$ cat config.mk
export PLATFORM = sky130hd
export DESIGN_NAME = line_sensor_array_centroid_flat
export DESIGN_NICKNAME = d
export VERILOG_FILES = /design/src/rtl/core/lsac_pkg.sv /design/src/rtl/core/lsac_if.sv /design/src/rtl/core/lsac_out_if.sv /design/src/rtl/core/lsac_cfg_if.sv /design/src/rtl/core/lsac_front.sv /design/src/rtl/core/lsac_back.sv /design/src/rtl/core/line_sensor_array_centroid.sv /design/src/flat_wrapper.sv
export SDC_FILE = /design/constraint.sdc
export NUM_CORES = 2
export LEC_CHECK = 0
export ABC_AREA = 1
export BUFFER_PORTS_ARGS = -buffer_cell sky130_fd_sc_hd__buf_2
export CAP_MARGIN = 10
export CORE_MARGIN = 1
export CORE_UTILIZATION = 30
export DETAILED_ROUTE_END_ITERATION = 8
export SYNTH_ARGS = -nofsm -noshare
export SYNTH_HDL_FRONTEND = slang
export SYNTH_SLANG_ARGS = --single-unit
$ cat constraint.sdc
create_clock -name clk -period 15.25 [get_ports clk]
set_clock_uncertainty 0.15 [all_clocks]
set_input_delay 3.05 -clock clk [delete_from_list [all_inputs] [get_ports clk]]
set_output_delay 3.05 -clock clk [all_outputs]
set_load 0.01 [all_outputs]
$ cat src/rtl/core/lsac_pkg.sv
package lsac_pkg;

  localparam int NumSensorsDef  = 16;
  localparam int SensorPitchDef = 4000;
  localparam logic [7:0] ThresholdRst = 8'd45;
  localparam logic [4:0] FirstNone    = 5'd17;

  typedef enum logic [1:0] {
    CAL_RUN   = 2'd0,
    CAL_WHITE = 2'd1,
    CAL_BLACK = 2'd2
  } cal_mode_t;

  typedef enum logic [0:0] {
    REG_THRESHOLD = 1'b0,
    REG_CAL_MODE  = 1'b1
  } reg_idx_t;

  // one queued word: channel and median of an accepted item
  typedef struct packed {
    logic [3:0]  channel;
    logic [15:0] median;
  } job_t;

  typedef enum logic [2:0] {
    ST_IDLE,
    ST_DIV,
    ST_ACC,
    ST_CDIV,
    ST_OUT
  } back_state_t;

endpackage

$ cat src/rtl/core/lsac_if.sv
interface lsac_in_if;
  logic        valid;
  logic        ready;
  logic [15:0] sample_first;
  logic [15:0] sample_second;
  logic [15:0] sample_third;
  modport source (output valid, sample_first, sample_second, sample_third, input ready);
  modport sink (input valid, sample_first, sample_second, sample_third, output ready);
endinterface

$ cat src/rtl/core/lsac_out_if.sv
interface lsac_out_if;
  logic               valid;
  logic               ready;
  logic [3:0]         channel;
  logic [15:0]        raw_median;
  logic [7:0]         level;
  logic [15:0]        line_bits;
  logic signed [15:0] position;
  logic [4:0]         window_first;
  logic [3:0]         window_last;
  logic               position_updated;
  modport source (output valid, channel, raw_median, level, line_bits, position,
                  window_first, window_last, position_updated, input ready);
  modport sink (input valid, channel, raw_median, level, line_bits, position,
                window_first, window_last, position_updated, output ready);
endinterface

$ cat src/rtl/core/lsac_cfg_if.sv
interface lsac_cfg_if;
  logic        valid;
  logic        ready;
  logic [0:0]  index;
  logic [7:0]  data;
  modport source (output valid, index, data, input ready);
  modport sink (input valid, index, data, output ready);
endinterface

$ cat src/rtl/core/lsac_front.sv
module lsac_front #(
  parameter int NUM_SENSORS = lsac_pkg::NumSensorsDef
) (
  input  logic           clk,
  input  logic           rst_n,
  input  logic           in_valid,
  output logic           in_ready,
  input  logic [15:0]    in_a,
  input  logic [15:0]    in_b,
  input  logic [15:0]    in_c,
  output logic           q_valid,
  input  logic           q_pop,
  output lsac_pkg::job_t q_word
);

  // two-entry queue of medians between front and back
  lsac_pkg::job_t mem_r [2];
  logic       wp_r, rp_r;
  logic [1:0] cnt_r;
  logic [3:0] ch_r;
  logic [15:0] lo, hi, m, med;
  logic push;

  // median of three
  always_comb begin
    lo  = (in_a < in_b) ? in_a : in_b;
    hi  = (in_a < in_b) ? in_b : in_a;
    m   = (hi < in_c) ? hi : in_c;
    med = (lo > m) ? lo : m;
  end

  assign in_ready = (cnt_r != 2'd2);
  assign push     = in_valid && in_ready;
  assign q_valid  = (cnt_r != 2'd0);
  assign q_word   = mem_r[rp_r];

  always_ff @(posedge clk) begin
    if (push) begin
      mem_r[wp_r] <= '{channel: ch_r, median: med};
    end
  end

  // advance pointers and channel counter
  always_ff @(posedge clk) begin
    if (!rst_n) begin
      wp_r <= 1'b0; rp_r <= 1'b0; cnt_r <= 2'd0; ch_r <= 4'd0;
    end else begin
      if (push) begin
        wp_r <= ~wp_r;
        ch_r <= (ch_r == 4'(NUM_SENSORS - 1)) ? 4'd0 : ch_r + 4'd1;
      end
      if (q_pop) rp_r <= ~rp_r;
      cnt_r <= cnt_r + {1'b0, push} - {1'b0, q_pop};
    end
  end

endmodule

$ cat src/rtl/core/lsac_back.sv
module lsac_back #(
  parameter int NUM_SENSORS  = lsac_pkg::NumSensorsDef,
  parameter int SENSOR_PITCH = lsac_pkg::SensorPitchDef
) (
  input  logic               clk,
  input  logic               rst_n,
  input  logic [7:0]         threshold,
  input  logic [1:0]         cal_mode,
  input  logic               q_valid,
  output logic               q_pop,
  input  lsac_pkg::job_t     q_word,
  output logic               out_valid,
  input  logic               out_ready,
  output logic [3:0]         out_channel,
  output logic [15:0]        out_raw_median,
  output logic [7:0]         out_level,
  output logic [15:0]        out_line_bits,
  output logic signed [15:0] out_position,
  output logic [4:0]         out_window_first,
  output logic [3:0]         out_window_last,
  output logic               out_position_updated
);

  localparam int Half   = ((NUM_SENSORS - 1) * SENSOR_PITCH) / 2;
  localparam int Base   = NUM_SENSORS / 2 - 3;
  // reciprocal of the pitch, exact for any magnitude below 2^16
  localparam int RecipShift = 16 + $clog2(SENSOR_PITCH);
  localparam logic [31:0] Recip = 32'(((64'd1 << RecipShift) + 64'(SENSOR_PITCH)
                                       - 64'd1) / 64'(SENSOR_PITCH));

  lsac_pkg::back_state_t st_r, st_nxt;

  logic [15:0] wmax_r [16];
  logic [15:0] bmax_r [16];
  logic [7:0]  lvl_r  [16];
  logic [15:0] bits_r;
  logic signed [15:0] pos_r;
  logic [4:0]  wf_r;
  logic [3:0]  wl_r;
  logic        upd_r;
  logic [3:0]  ch_r;
  logic [15:0] med_r;
  logic [7:0]  lvlo_r;

  // shared restoring divider: num / den, one quotient bit a cycle
  logic [39:0] rem_r;
  logic [39:0] num_r;
  logic [29:0] den_r;
  logic [5:0]  it_r;
  logic        neg_r;
  logic [40:0] trial;

  // window walk
  logic [4:0]  k_r;
  logic signed [17:0] lo_r;
  logic signed [39:0] acc_r;
  logic [11:0] wsum_r;

  logic [15:0] wm, bm, wm_n, bm_n;
  logic        st_done;
  logic signed [31:0] cpos;
  logic signed [5:0] kk;
  logic signed [17:0] kx;
  logic [15:0] pmag;
  logic [47:0] qprod;
  logic [15:0] qmag;
  logic signed [16:0] qd;
  logic signed [40:0] qs;

  assign q_pop = (st_r == lsac_pkg::ST_IDLE) && q_valid;
  assign trial = {rem_r, num_r[39]} - {11'd0, den_r};

  // calibration-adjusted maxima of the current word
  always_comb begin
    wm = wmax_r[q_word.channel];
    bm = bmax_r[q_word.channel];
    wm_n = wm;
    bm_n = bm;
    if (cal_mode == lsac_pkg::CAL_WHITE && q_word.median > wm) wm_n = q_word.median;
    else if (cal_mode == lsac_pkg::CAL_BLACK && q_word.median > bm) bm_n = q_word.median;
  end

  // window origin: position over pitch, truncated toward zero
  assign pmag  = pos_r[15] ? 16'(-pos_r) : 16'(pos_r);
  assign qprod = {32'd0, pmag} * {16'd0, Recip};
  assign qmag  = 16'(qprod >> RecipShift);
  assign qd    = pos_r[15] ? -$signed({1'b0, qmag}) : $signed({1'b0, qmag});

  assign kk   = $signed({1'b0, k_r});
  assign kx   = 18'(kk);
  assign cpos = SENSOR_PITCH * 32'(kk) - Half;
  assign qs   = neg_r ? -$signed({1'b0, num_r}) : $signed({1'b0, num_r});
  assign st_done = (it_r == 6'd0);

  // next state
  always_comb begin
    st_nxt = st_r;
    unique case (st_r)
      lsac_pkg::ST_IDLE: if (q_valid) st_nxt = lsac_pkg::ST_DIV;
      lsac_pkg::ST_DIV:
        if (st_done) st_nxt = (ch_r == 4'd0 || ch_r == 4'(NUM_SENSORS - 1)) ?
                              lsac_pkg::ST_ACC : lsac_pkg::ST_OUT;
      lsac_pkg::ST_ACC:
        if (k_r == 5'(NUM_SENSORS)) st_nxt = lsac_pkg::ST_CDIV;
      lsac_pkg::ST_CDIV: if (st_done) st_nxt = lsac_pkg::ST_OUT;
      lsac_pkg::ST_OUT: if (out_ready) st_nxt = lsac_pkg::ST_IDLE;
      default: st_nxt = lsac_pkg::ST_IDLE;
    endcase
  end

  always_ff @(posedge clk) begin
    if (!rst_n) st_r <= lsac_pkg::ST_IDLE;
    else        st_r <= st_nxt;
  end

  // datapath
  always_ff @(posedge clk) begin
    if (!rst_n) begin
      for (int i = 0; i < 16; i++) begin
        wmax_r[i] <= '0; bmax_r[i] <= '0; lvl_r[i] <= '0;
      end
      bits_r <= '0; pos_r <= '0; wf_r <= lsac_pkg::FirstNone; wl_r <= '0;
      upd_r <= 1'b0;
    end else begin
      case (st_r)
        lsac_pkg::ST_IDLE: if (q_valid) begin
          ch_r  <= q_word.channel;
          med_r <= q_word.median;
          wmax_r[q_word.channel] <= wm_n;
          bmax_r[q_word.channel] <= bm_n;
          rem_r <= '0;
          neg_r <= 1'b0;
          if (q_word.median < bm_n) begin
            lvlo_r <= 8'd0; it_r <= 6'd0; num_r <= '0;
          end else if (q_word.median > wm_n) begin
            lvlo_r <= 8'd255; it_r <= 6'd0; num_r <= '0;
          end else if (wm_n == bm_n) begin
            lvlo_r <= 8'd0; it_r <= 6'd0; num_r <= '0;
          end else begin
            lvlo_r <= 8'd0;
            num_r  <= {16'd0, 24'(({8'd0, q_word.median - bm_n} << 8)
                                   - {8'd0, q_word.median - bm_n})} << 16;
            den_r  <= {14'd0, wm_n - bm_n};
            it_r   <= 6'd24;
          end
        end
        lsac_pkg::ST_DIV: begin
          if (!st_done) begin
            if (!trial[40]) rem_r <= trial[39:0];
            else            rem_r <= {rem_r[38:0], num_r[39]};
            num_r <= {num_r[38:0], ~trial[40]};
            it_r  <= it_r - 6'd1;
          end else begin
            if (den_r != '0 && it_r == 6'd0 && lvlo_r == 8'd0 && rem_r != 40'h0 ||
                den_r != '0)
              lvlo_r <= lvlo_r | num_r[7:0];
            lvl_r[ch_r] <= lvlo_r | num_r[7:0];
            bits_r[4'd15 - ch_r] <= ((lvlo_r | num_r[7:0]) > threshold);
            den_r <= '0;
            num_r <= '0;
            k_r   <= '0;
            acc_r <= '0;
            wsum_r <= '0;
            // reopen the window only on a recompute channel
            if (ch_r == 4'd0 || ch_r == 4'(NUM_SENSORS - 1)) begin
              wf_r  <= lsac_pkg::FirstNone;
              wl_r  <= '0;
            end
            lo_r  <= 18'(qd) + 18'(Base);
            upd_r <= (ch_r == 4'd0 || ch_r == 4'(NUM_SENSORS - 1));
          end
        end
        lsac_pkg::ST_ACC: if (k_r != 5'(NUM_SENSORS)) begin
          // one window sensor a cycle
          if (kx >= lo_r && kx <= lo_r + 18'sd5) begin
            if (wf_r == lsac_pkg::FirstNone) wf_r <= k_r;
            wl_r   <= k_r[3:0];
            acc_r  <= acc_r + 40'(cpos * $signed({24'd0, lvl_r[k_r[3:0]]}));
            wsum_r <= wsum_r + {4'd0, lvl_r[k_r[3:0]]};
          end
          k_r <= k_r + 5'd1;
        end else begin
          neg_r <= acc_r[39];
          num_r <= (wsum_r == '0) ? 40'd0 : (acc_r[39] ? 40'(-acc_r) : 40'(acc_r));
          den_r <= {18'd0, wsum_r};
          rem_r <= '0;
          it_r  <= (wsum_r == '0) ? 6'd0 : 6'd40;
        end
        lsac_pkg::ST_CDIV: begin
          if (!st_done) begin
            if (!trial[40]) rem_r <= trial[39:0];
            else            rem_r <= {rem_r[38:0], num_r[39]};
            num_r <= {num_r[38:0], ~trial[40]};
            it_r  <= it_r - 6'd1;
          end else begin
            if (qs > 41'sd32767)       pos_r <= 16'sd32767;
            else if (qs < -41'sd32768) pos_r <= -16'sd32768;
            else                       pos_r <= qs[15:0];
          end
        end
        default: ;
      endcase
    end
  end

  assign out_valid            = (st_r == lsac_pkg::ST_OUT);
  assign out_channel          = ch_r;
  assign out_raw_median       = med_r;
  assign out_level            = lvl_r[ch_r];
  assign out_line_bits        = bits_r;
  assign out_position         = pos_r;
  assign out_window_first     = wf_r;
  assign out_window_last      = wl_r;
  assign out_position_updated = upd_r;

endmodule

$ cat src/rtl/core/line_sensor_array_centroid.sv
// Line sensor array centroid.
// in_*  : one word per channel, three ADC samples; the channel comes from an
//         internal counter that wraps at NUM_SENSORS.
// out_* : one word per input word: channel, median, level, line bits,
//         centroid position and window bounds, position_updated on the first
//         and last channel.
// cfg_* : index 0 threshold, index 1 calibration mode; write only when idle.
// Input medians are queued two deep, so the front keeps taking words while
// the back works. The back takes a word, runs the level divider, and on the
// recompute channels 0 and last walks the window and runs the centroid
// division, then holds the result until out_ready. It takes no new word
// until that result has left; the shared bit-serial divider sets how long
// an item takes.
// Reset clears the channel counter, calibration maxima, levels and line bits,
// sets position 0 and window 17..0. A stalled receiver holds the result and
// backs the queue up into in_ready.
module line_sensor_array_centroid #(
  parameter int NUM_SENSORS  = lsac_pkg::NumSensorsDef,
  parameter int SENSOR_PITCH = lsac_pkg::SensorPitchDef
) (
  input logic clk,
  input logic rst_n,
  lsac_in_if.sink     in_ch,
  lsac_out_if.source  out_ch,
  lsac_cfg_if.sink    cfg_ch
);

  logic [7:0] thr_r;
  logic [1:0] mode_r;
  logic q_valid, q_pop;
  lsac_pkg::job_t q_word;

  // hold configuration registers
  assign cfg_ch.ready = 1'b1;
  always_ff @(posedge clk) begin
    if (!rst_n) begin
      thr_r <= lsac_pkg::ThresholdRst; mode_r <= lsac_pkg::CAL_RUN;
    end else if (cfg_ch.valid) begin
      if (cfg_ch.index == lsac_pkg::REG_THRESHOLD) thr_r <= cfg_ch.data;
      else mode_r <= cfg_ch.data[1:0];
    end
  end

  lsac_front #(.NUM_SENSORS(NUM_SENSORS)) u_front (
    .clk, .rst_n,
    .in_valid(in_ch.valid), .in_ready(in_ch.ready),
    .in_a(in_ch.sample_first), .in_b(in_ch.sample_second), .in_c(in_ch.sample_third),
    .q_valid, .q_pop, .q_word
  );

  lsac_back #(.NUM_SENSORS(NUM_SENSORS), .SENSOR_PITCH(SENSOR_PITCH)) u_back (
    .clk, .rst_n, .threshold(thr_r), .cal_mode(mode_r),
    .q_valid, .q_pop, .q_word,
    .out_valid(out_ch.valid), .out_ready(out_ch.ready),
    .out_channel(out_ch.channel), .out_raw_median(out_ch.raw_median),
    .out_level(out_ch.level), .out_line_bits(out_ch.line_bits),
    .out_position(out_ch.position), .out_window_first(out_ch.window_first),
    .out_window_last(out_ch.window_last),
    .out_position_updated(out_ch.position_updated)
  );

  // the back pops only when the queue holds a word
  a_pop_needs_word: assert property (@(posedge clk) disable iff (!rst_n)
    q_pop |-> q_valid) else $error("pop of empty queue");
  a_level_saturate: assert property (@(posedge clk) disable iff (!rst_n)
    (out_ch.valid && out_ch.level > thr_r) |-> out_ch.line_bits[4'd15 - out_ch.channel])
    else $error("line bit disagrees with level");
  a_window_empty: assert property (@(posedge clk) disable iff (!rst_n)
    (out_ch.valid && out_ch.window_first == lsac_pkg::FirstNone) |->
    (out_ch.position == 16'sd0)) else $error("empty window with nonzero position");

endmodule
$ cat src/flat_wrapper.sv
// flat-port wrapper written by rule: the top's interface ports become plain ports
module line_sensor_array_centroid_flat 
#(
  parameter int NUM_SENSORS  = lsac_pkg::NumSensorsDef,
  parameter int SENSOR_PITCH = lsac_pkg::SensorPitchDef
)
  (clk, rst_n, in_ch_valid, in_ch_sample_first, in_ch_sample_second, in_ch_sample_third, in_ch_ready, out_ch_valid, out_ch_channel, out_ch_raw_median, out_ch_level, out_ch_line_bits, out_ch_position, out_ch_window_first, out_ch_window_last, out_ch_position_updated, out_ch_ready, cfg_ch_valid, cfg_ch_index, cfg_ch_data, cfg_ch_ready);
  lsac_in_if in_ch_i ();
  lsac_out_if out_ch_i ();
  lsac_cfg_if cfg_ch_i ();
  input logic clk;
  input logic rst_n;
  input wire logic [$bits(in_ch_i.valid)-1:0] in_ch_valid;
  input wire logic [$bits(in_ch_i.sample_first)-1:0] in_ch_sample_first;
  input wire logic [$bits(in_ch_i.sample_second)-1:0] in_ch_sample_second;
  input wire logic [$bits(in_ch_i.sample_third)-1:0] in_ch_sample_third;
  output wire logic [$bits(in_ch_i.ready)-1:0] in_ch_ready;
  output wire logic [$bits(out_ch_i.valid)-1:0] out_ch_valid;
  output wire logic [$bits(out_ch_i.channel)-1:0] out_ch_channel;
  output wire logic [$bits(out_ch_i.raw_median)-1:0] out_ch_raw_median;
  output wire logic [$bits(out_ch_i.level)-1:0] out_ch_level;
  output wire logic [$bits(out_ch_i.line_bits)-1:0] out_ch_line_bits;
  output wire logic [$bits(out_ch_i.position)-1:0] out_ch_position;
  output wire logic [$bits(out_ch_i.window_first)-1:0] out_ch_window_first;
  output wire logic [$bits(out_ch_i.window_last)-1:0] out_ch_window_last;
  output wire logic [$bits(out_ch_i.position_updated)-1:0] out_ch_position_updated;
  input wire logic [$bits(out_ch_i.ready)-1:0] out_ch_ready;
  input wire logic [$bits(cfg_ch_i.valid)-1:0] cfg_ch_valid;
  input wire logic [$bits(cfg_ch_i.index)-1:0] cfg_ch_index;
  input wire logic [$bits(cfg_ch_i.data)-1:0] cfg_ch_data;
  output wire logic [$bits(cfg_ch_i.ready)-1:0] cfg_ch_ready;
  assign in_ch_i.valid = in_ch_valid;
  assign in_ch_i.sample_first = in_ch_sample_first;
  assign in_ch_i.sample_second = in_ch_sample_second;
  assign in_ch_i.sample_third = in_ch_sample_third;
  assign in_ch_ready = in_ch_i.ready;
  assign out_ch_valid = out_ch_i.valid;
  assign out_ch_channel = out_ch_i.channel;
  assign out_ch_raw_median = out_ch_i.raw_median;
  assign out_ch_level = out_ch_i.level;
  assign out_ch_line_bits = out_ch_i.line_bits;
  assign out_ch_position = out_ch_i.position;
  assign out_ch_window_first = out_ch_i.window_first;
  assign out_ch_window_last = out_ch_i.window_last;
  assign out_ch_position_updated = out_ch_i.position_updated;
  assign out_ch_i.ready = out_ch_ready;
  assign cfg_ch_i.valid = cfg_ch_valid;
  assign cfg_ch_i.index = cfg_ch_index;
  assign cfg_ch_i.data = cfg_ch_data;
  assign cfg_ch_ready = cfg_ch_i.ready;
  line_sensor_array_centroid #(.NUM_SENSORS(NUM_SENSORS), .SENSOR_PITCH(SENSOR_PITCH)) u_core (.clk(clk), .rst_n(rst_n), .in_ch(in_ch_i), .out_ch(out_ch_i), .cfg_ch(cfg_ch_i));
endmodule
# Yosys cells after proc, flatten, opt, wreduce, memory -nomap -nowiden
# Memory sizes are Yosys's and may differ from the RTL's. A register that Yosys moved wholly into a read port is not among the register bits.
# Cells that the tools add are included.
# totals
reg_bits	283
ramBits	680
inputBits	62
output_inout_bits	73
wordCells	251
n_memories	4
# classes
n_addsub	19
multipliers	3
order_cmp	14
n_eq_ne	29
n_mux	108
bitwise	5
n_reduce_logical	45
# mem_list
name	depth	word_bits	read_ports	rd_clocked_by_memory_dff	write_ports	line	rtl
u_core.u_back.bmax_r	16	16	1	0	16	lsac_back.sv:34	logic [15:0] bmax_r [16];
u_core.u_back.wmax_r	16	16	1	0	16	lsac_back.sv:33	logic [15:0] wmax_r [16];
u_core.u_back.lvl_r	16	8	2	2	16	lsac_back.sv:35	logic [7:0] lvl_r [16];
u_core.u_front.mem_r	2	20	1	1	1	lsac_front.sv:17	lsac_pkg::job_t mem_r [2];
# op_table
cell	n
40-bit two-way mux	16
16-bit two-way mux	12
30-bit two-way mux	6
40-bit one-hot mux with 4 select lines	1
40-bit one-hot mux with 3 select lines	1
30-bit one-hot mux with 3 select lines	1
40-bit one-hot mux with 2 select lines	1
16-bit > comparator	4
5-bit two-way mux	10
16-bit < comparator	3
8-bit two-way mux	6
41-bit by 16-bit > comparator with 1-bit output, second input constant	1
41-bit by 16-bit < comparator with 1-bit output, second input constant	1
41-bit two-way mux	1
40-bit negator with 41-bit output	1
41-bit by 30-bit subtractor with 41-bit output	1
40-bit by 27-bit adder with 40-bit output	1
4-bit two-way mux	10
40-bit negator	1
40-bit nonzero test	1
12-bit two-way mux	3
16-bit by 17-bit multiplier with 33-bit output, second input constant	1
2-bit != test, second input constant	16
16-bit OR reduction	2
other kinds (65)	122

# Logic depth before layout (Yosys ltp)
# An unclocked memory read counts as a cell.
# logic_depth
depth_word	12
mapped_depth	45
depth_no_buf	44

# Hierarchy
# Synthesis repeated with hierarchy kept, for this count alone.
# unflattened
cells_unflattened	7060
hier_area_um2	63099.3
# by_module_without_submodules
module	n_inst	cells_per_inst	area_each_um2	seq_area_each_um2
lsac_back	1	6524	58807.7	26345.3
lsac_front	1	479	3847.4	1381.3
line_sensor_array_centroid	1	57	444.2	200.2

# Least setup slack after synthesis
# Ideal clock, no wire load.
# synth_path
path_kind	flip-flop to flip-flop
start	register u_core.u_back.k_r[2]
end	register u_core.u_back.acc_r[37], data pin
setup_ps	260
arrival_time_ps	8682
t_required_ps	14840
setup_slack_ps	6158
stages_incl_launch_ff	34
n_path_buf	0
synth_period_minus_slack_ps	9092
path_cell_list	edfxtp_1 fa_1 fa_1 inv_1 fa_1 inv_1 ha_1 inv_1 o21bai_1 a21oi_1 o21bai_1 a21oi_1 nor2_1 nor2_1 xnor2_1 nand3b_1 nor2_1 fa_1 inv_1 fa_1 fa_1 inv_1 fa_1 fa_1 ha_1 a21oi_1 o21a_1 inv_1 a221oi_1 o21ai_0 nand2_1 nand2_1 o21ai_0 a21oi_1
# synth_between
elab_chain_cells	7
# synth_rtl
item	line	rtl
from (decl)	lsac_back.sv:54	logic [4:0] k_r;
from (signal assigned)	lsac_back.sv:181	k_r <= k_r + 5'd1;
7-bit by 5-bit multiplier with 12-bit output	lsac_back.sv:91	assign cpos = SENSOR_PITCH * 32'(kk) - Half;
17-bit by 15-bit subtractor with 18-bit output	lsac_back.sv:91	
18-bit by 9-bit multiplier with 27-bit output	lsac_back.sv:178	acc_r <= acc_r + 40'(cpos * $signed({24'd0, lvl_r[k_r[3:0]]}));
40-bit by 27-bit adder with 40-bit output	lsac_back.sv:178	
40-bit two-way mux	lsac_back.sv:175	if (kx >= lo_r && kx <= lo_r + 18'sd5) begin
40-bit two-way mux	lsac_back.sv:173	lsac_pkg::ST_ACC: if (k_r != 5'(NUM_SENSORS)) begin
40-bit one-hot mux with 2 select lines	lsac_back.sv:125	case (st_r)
to (signal assigned)	lsac_back.sv:178	
to (decl)	lsac_back.sv:56	logic signed [39:0] acc_r;
# Every way passes these cells. The select of a mux whose other input is x is not followed.
# A chain may end at the register's enable or synchronous reset.

# Worst setup path after layout
# layout_path
start	register u_core.u_back.k_r[2]
end	register u_core.u_back.acc_r[36], data pin
# Same word-level chain as after synthesis.

==> flow_metrics.py <==
metrics = {
    "run_status": {
        "result_of_the_run": "complete, no violations",
    },
    "timing": {
        "slew_at_the_pin_closest_to_its_max_slew_limit_ns": 1.224,
        "worst_case_headroom_to_the_max_slew_limit": 0.1810,
        "fin_setup_tns_ns": 0,
        "grt_setup_unrepaired": "false",
        "min_period_ns": 10.19,
        "maximum_achievable_frequency_mhz": 98.17,
        "fin_worst_hold_slack_ns": 0.3044,
        "hold_violations": 0,
        "layout_worst_path_cycle_share": 0.6679,
        "setup_viol": 0,
        "final_max_slew_viol_count": 0,
    },
    "clock_tree": {
        "worst_setup_hold_path_clk_slew_ns": 0.06,
        "clockRootBuffer": "sky130_fd_sc_hd__clkbuf_16",
        "tritoncts.num_buffers": 101,
        "ctsHoldBuffers": 0,
        "cts.htree.levels": 3,
        "tritoncts_num_sinks": 954,
        "number_of_resized_instances_in_the_post_cts_repair_step": 0,
        "worst_skew_pair.late_latency_ns": 0.74,
        "clock_tree.buffer_depth": 3,
        "cts_tree": "done",
        "post-cts-setup-buffer-count": 0,
    },
    "cells_and_area": {
        "reg_area_mm2": 0.02794,
        "fraction_of_layout_instances_using_a_drive_strength_above_1": 0.09131,
        "layout.nets": 7556,
        "layout.cells.non_filler": 9676,
        "nFillCells": 20810,
        "combined_area_of_the_multi_input_logic_cells_mm2": 0.02995,
        "layout-area-overhead-vs-synth_pct": 11.08,
    },
    "detailed_routing": {
        "drt-pass1-iter-count": 8,
        "dr_total_vias": 50230,
        "wirelength_per_cell_um": 20.05,
        "detail_route.iter0.violations": 4667,
        "detail_route.wirelength_mm": 194.0,
        "routed_via_density": 5.191,
        "drc": 0,
        "final_antenna_net_count": 0,
    },
    "logic_synthesis": {
        "post_synth_main_area_contributors": "sky130_fd_sc_hd__edfxtp_1 (43%), sky130_fd_sc_hd__ha_1 (8.3%), sky130_fd_sc_hd__nand2_1 (6.7%), sky130_fd_sc_hd__nor2_1 (6.5%), sky130_fd_sc_hd__fa_1 (5.7%)",
        "mappedNetlistArea_mm2": 0.06230,
        "synth-seq-area-share": 0.4483,
        "synth.most_common_cell": "sky130_fd_sc_hd__nand2_1",
        "mappedNetlistNets": 7512,
        "yosys-top-cells-count": "sky130_fd_sc_hd__nand2_1 (1105), sky130_fd_sc_hd__nor2_1 (1072), sky130_fd_sc_hd__edfxtp_1 (882), sky130_fd_sc_hd__inv_1 (779), sky130_fd_sc_hd__a21oi_1 (429)",
        "synthesis.yosys.warnings": 0,
        "synth_cell_type_count": 68,
        "syn_inst": 6862,
        "ys_ff_latch": 954,
        "synth.top_cell.area_share": 0.4251,
        "postSynth.topFlopCell": "sky130_fd_sc_hd__edfxtp_1",
        "synth_area_per_cell_um2": 9.079,
        "synth-edff-count": 882,
        "cell_taking_the_most_area_after_synthesis": "sky130_fd_sc_hd__edfxtp_1",
        "async_reset_ff_frac": 0,
    },
    "worst_hold_path": {
        "min_path_type": "flop to flop",
        "hold-path-endpoint": "u_core.u_front.rp_r$_SDFFE_PN0P_",
        "min-delay-start": "u_core.u_front.rp_r$_SDFFE_PN0P_",
        "worstHoldPathCells": 1,
    },
    "worst_setup_path": {
        "end_kind": "flop",
        "slowest_delay_ns": 1.16,
        "path_max_fanout": 13,
        "critical_path.most_common_cell": "sky130_fd_sc_hd__fa_1",
        "critical_path.reg2reg.startpoint": "u_core.u_back.k_r[2]$_DFFE_PP_",
        "worst_r2r_endpoint": "u_core.u_back.acc_r[36]$_SDFFCE_PN0P_",
        "crit_required_ns": 15.56,
        "cp_data_arrival_time_ns": 10.50,
        "worstSetupStartpointType": "flop",
        "critical_path_top_delay_cell": "sky130_fd_sc_hd__fa_1",
        "timing_worst_setup_path_type": "flop to flop",
        "ff2ff_path_depth": 34,
        "reg2reg_slack_ns": 5.06,
    },
    "floorplanning": {
        "die_area_mm2": 0.2095,
        "initial_utilization": 0.3033,
        "die-width_um": 457.7,
        "core-area_mm2": 0.2054,
        "die_h_um": 457.7,
        "ioPinCount": 135,
        "core.rowCount": 166,
    },
    "grt": {
        "grt_util_met3": 0.02282,
        "globalRoute.busiestLayer": "met2",
        "grt_util_met1": 0.2394,
        "grt_pass1_wl_mm": 293.5,
        "antenna_violations_before_repair": 6,
        "grt_max_degree": 129,
        "groute.layer.met2.usage": 0.2956,
        "gr-total-overflow": 0,
        "first_global_vias": 48690,
        "globalRouteTotalUtil": 0.1810,
    },
    "placed_design": {
        "numPortBuffers": 133,
        "detailedPlacementHpwl_mm": 130.7,
        "place_congestion": 0.9173,
        "numPlacedInstances": 9490,
    },
    "run": {
        "maxCapViolations": 0,
    },
}
worst max-delay path, delay by kind of cell, from the launching register on:
kind / cells / cell delay (ns)
adders and majority gates: 10 / 5.69
and+or+nand+nor: 9 / 1.21
DFF: 1 / 0.55
buffers and inverters: 5 / 0.51
xor gates and xnor gates: 1 / 0.22
AOI/OAI and AO/OA: 9 / 1.54
metal layers:
layer	share of wire	up-vias
met5	0	-
met4	0.044	0
met3	0.072	385
met2	0.46	2053
met1	0.42	24320
li1	-	23470
flip-flops by register name, indices dropped and copies added (netlist names), 5 cells and up, named ones only:
register	count
u_core.u_back.lvl_r	128
u_core.u_front.mem_r	40
u_core.u_back.wmax_r	256
u_core.u_back.rem_r	40
u_core.u_back.out_raw_median	16
u_core.u_back.wsum_r	12
u_core.u_back.it_r	6
u_core.u_back.acc_r	36
u_core.u_back.out_line_bits	16
u_core.u_back.k_r	5
u_core.u_back.den_r	16
u_core.u_back.bmax_r	256
u_core.thr_r	8
u_core.u_back.out_position	16
u_core.u_back.lvlo_r	8
u_core.u_back.lo_r	18
u_core.u_back.num_r	40
u_core.u_back.out_window_first	5
cell families (layout without fill, tap and decap cells):
family,after synthesis,in the layout,synth area share
buffers and inverters,1102,1227,0.07361
adders and majority gates,588,588,0.1394
xor gates and xnor gates,155,155,0.02179
DFF,954,954,0.4483
AOI/OAI and AO/OA,1358,1358,0.1376
and+or+nand+nor,2703,2703,0.1791
other,1,2,0.00006020
muxes,1,1,0.0001607
through the flow:
step                      instance area (um^2)  setup WS, ns    util
final                                    69200         5.064  0.3369
after global routing                     69200         4.175  0.3369
after CTS                                69170         5.010  0.3367
after detailed placement                 65740         5.063  0.3200
after global placement                   65740         5.094  0.3200
after floorplan                          62300         6.158       -
cell usage in the layout (no fill, tap or decap), types with 33 or more instances in the layout:
master and n:
sky130_fd_sc_hd__dfxtp_1 68, sky130_fd_sc_hd__nand2_2 46, sky130_fd_sc_hd__nor2_1 1064, sky130_fd_sc_hd__fa_1 177
sky130_fd_sc_hd__a22o_1 33, sky130_fd_sc_hd__o21ai_0 370, sky130_fd_sc_hd__a21oi_1 429, sky130_fd_sc_hd__o211ai_1 49
sky130_fd_sc_hd__xor2_1 111, sky130_fd_sc_hd__xnor2_1 44, sky130_fd_sc_hd__nor4_1 33, sky130_fd_sc_hd__ha_1 411
sky130_fd_sc_hd__nand3_1 242, sky130_fd_sc_hd__buf_4 104, sky130_fd_sc_hd__buf_2 132, sky130_fd_sc_hd__inv_1 779
sky130_fd_sc_hd__edfxtp_1 882, sky130_fd_sc_hd__nand2_1 1072, sky130_fd_sc_hd__nand4_1 58, sky130_fd_sc_hd__nor3_1 53
sky130_fd_sc_hd__a22oi_1 261, sky130_fd_sc_hd__nor2_2 74, sky130_fd_sc_hd__clkbuf_16 103
worst max path at each step:
stage / from / slack (ns) / end / cells past startpoint
detailed placement: u_core.u_back.k_r[2]$_DFFE_PP_ / 5.06 / u_core.u_back.acc_r[36]$_SDFFCE_PN0P_ / 34
floorplan: u_core.u_back.k_r[2]$_DFFE_PP_ / 6.16 / u_core.u_back.acc_r[37]$_SDFFCE_PN0P_ / 33
CTS: u_core.u_back.k_r[2]$_DFFE_PP_ / 5.01 / u_core.u_back.acc_r[36]$_SDFFCE_PN0P_ / 34
global route: u_core.u_back.k_r[1]$_DFFE_PP_ / 4.18 / u_core.u_back.acc_r[37]$_SDFFCE_PN0P_ / 33
global placement: u_core.u_back.k_r[2]$_DFFE_PP_ / 5.09 / u_core.u_back.acc_r[36]$_SDFFCE_PN0P_ / 34
finish: u_core.u_back.k_r[2]$_DFFE_PP_ / 5.06 / u_core.u_back.acc_r[36]$_SDFFCE_PN0P_ / 34
final cells by class:
| class | instances | area share |
|---|---|---|
| clock inverter | 62 | 0.01069 |
| antenna | 1 | 0.00003616 |
| timing repair buffer | 238 | 0.02152 |
| sequential | 954 | 0.4037 |
| multi-input combinational | 4806 | 0.4329 |
| clock buffer | 122 | 0.03886 |
| tap | 2688 | 0.04860 |
| inverter | 805 | 0.04372 |
Power is not shown: default switching activity piles up to over one toggle a cycle in this logic, so the estimate is an artifact.
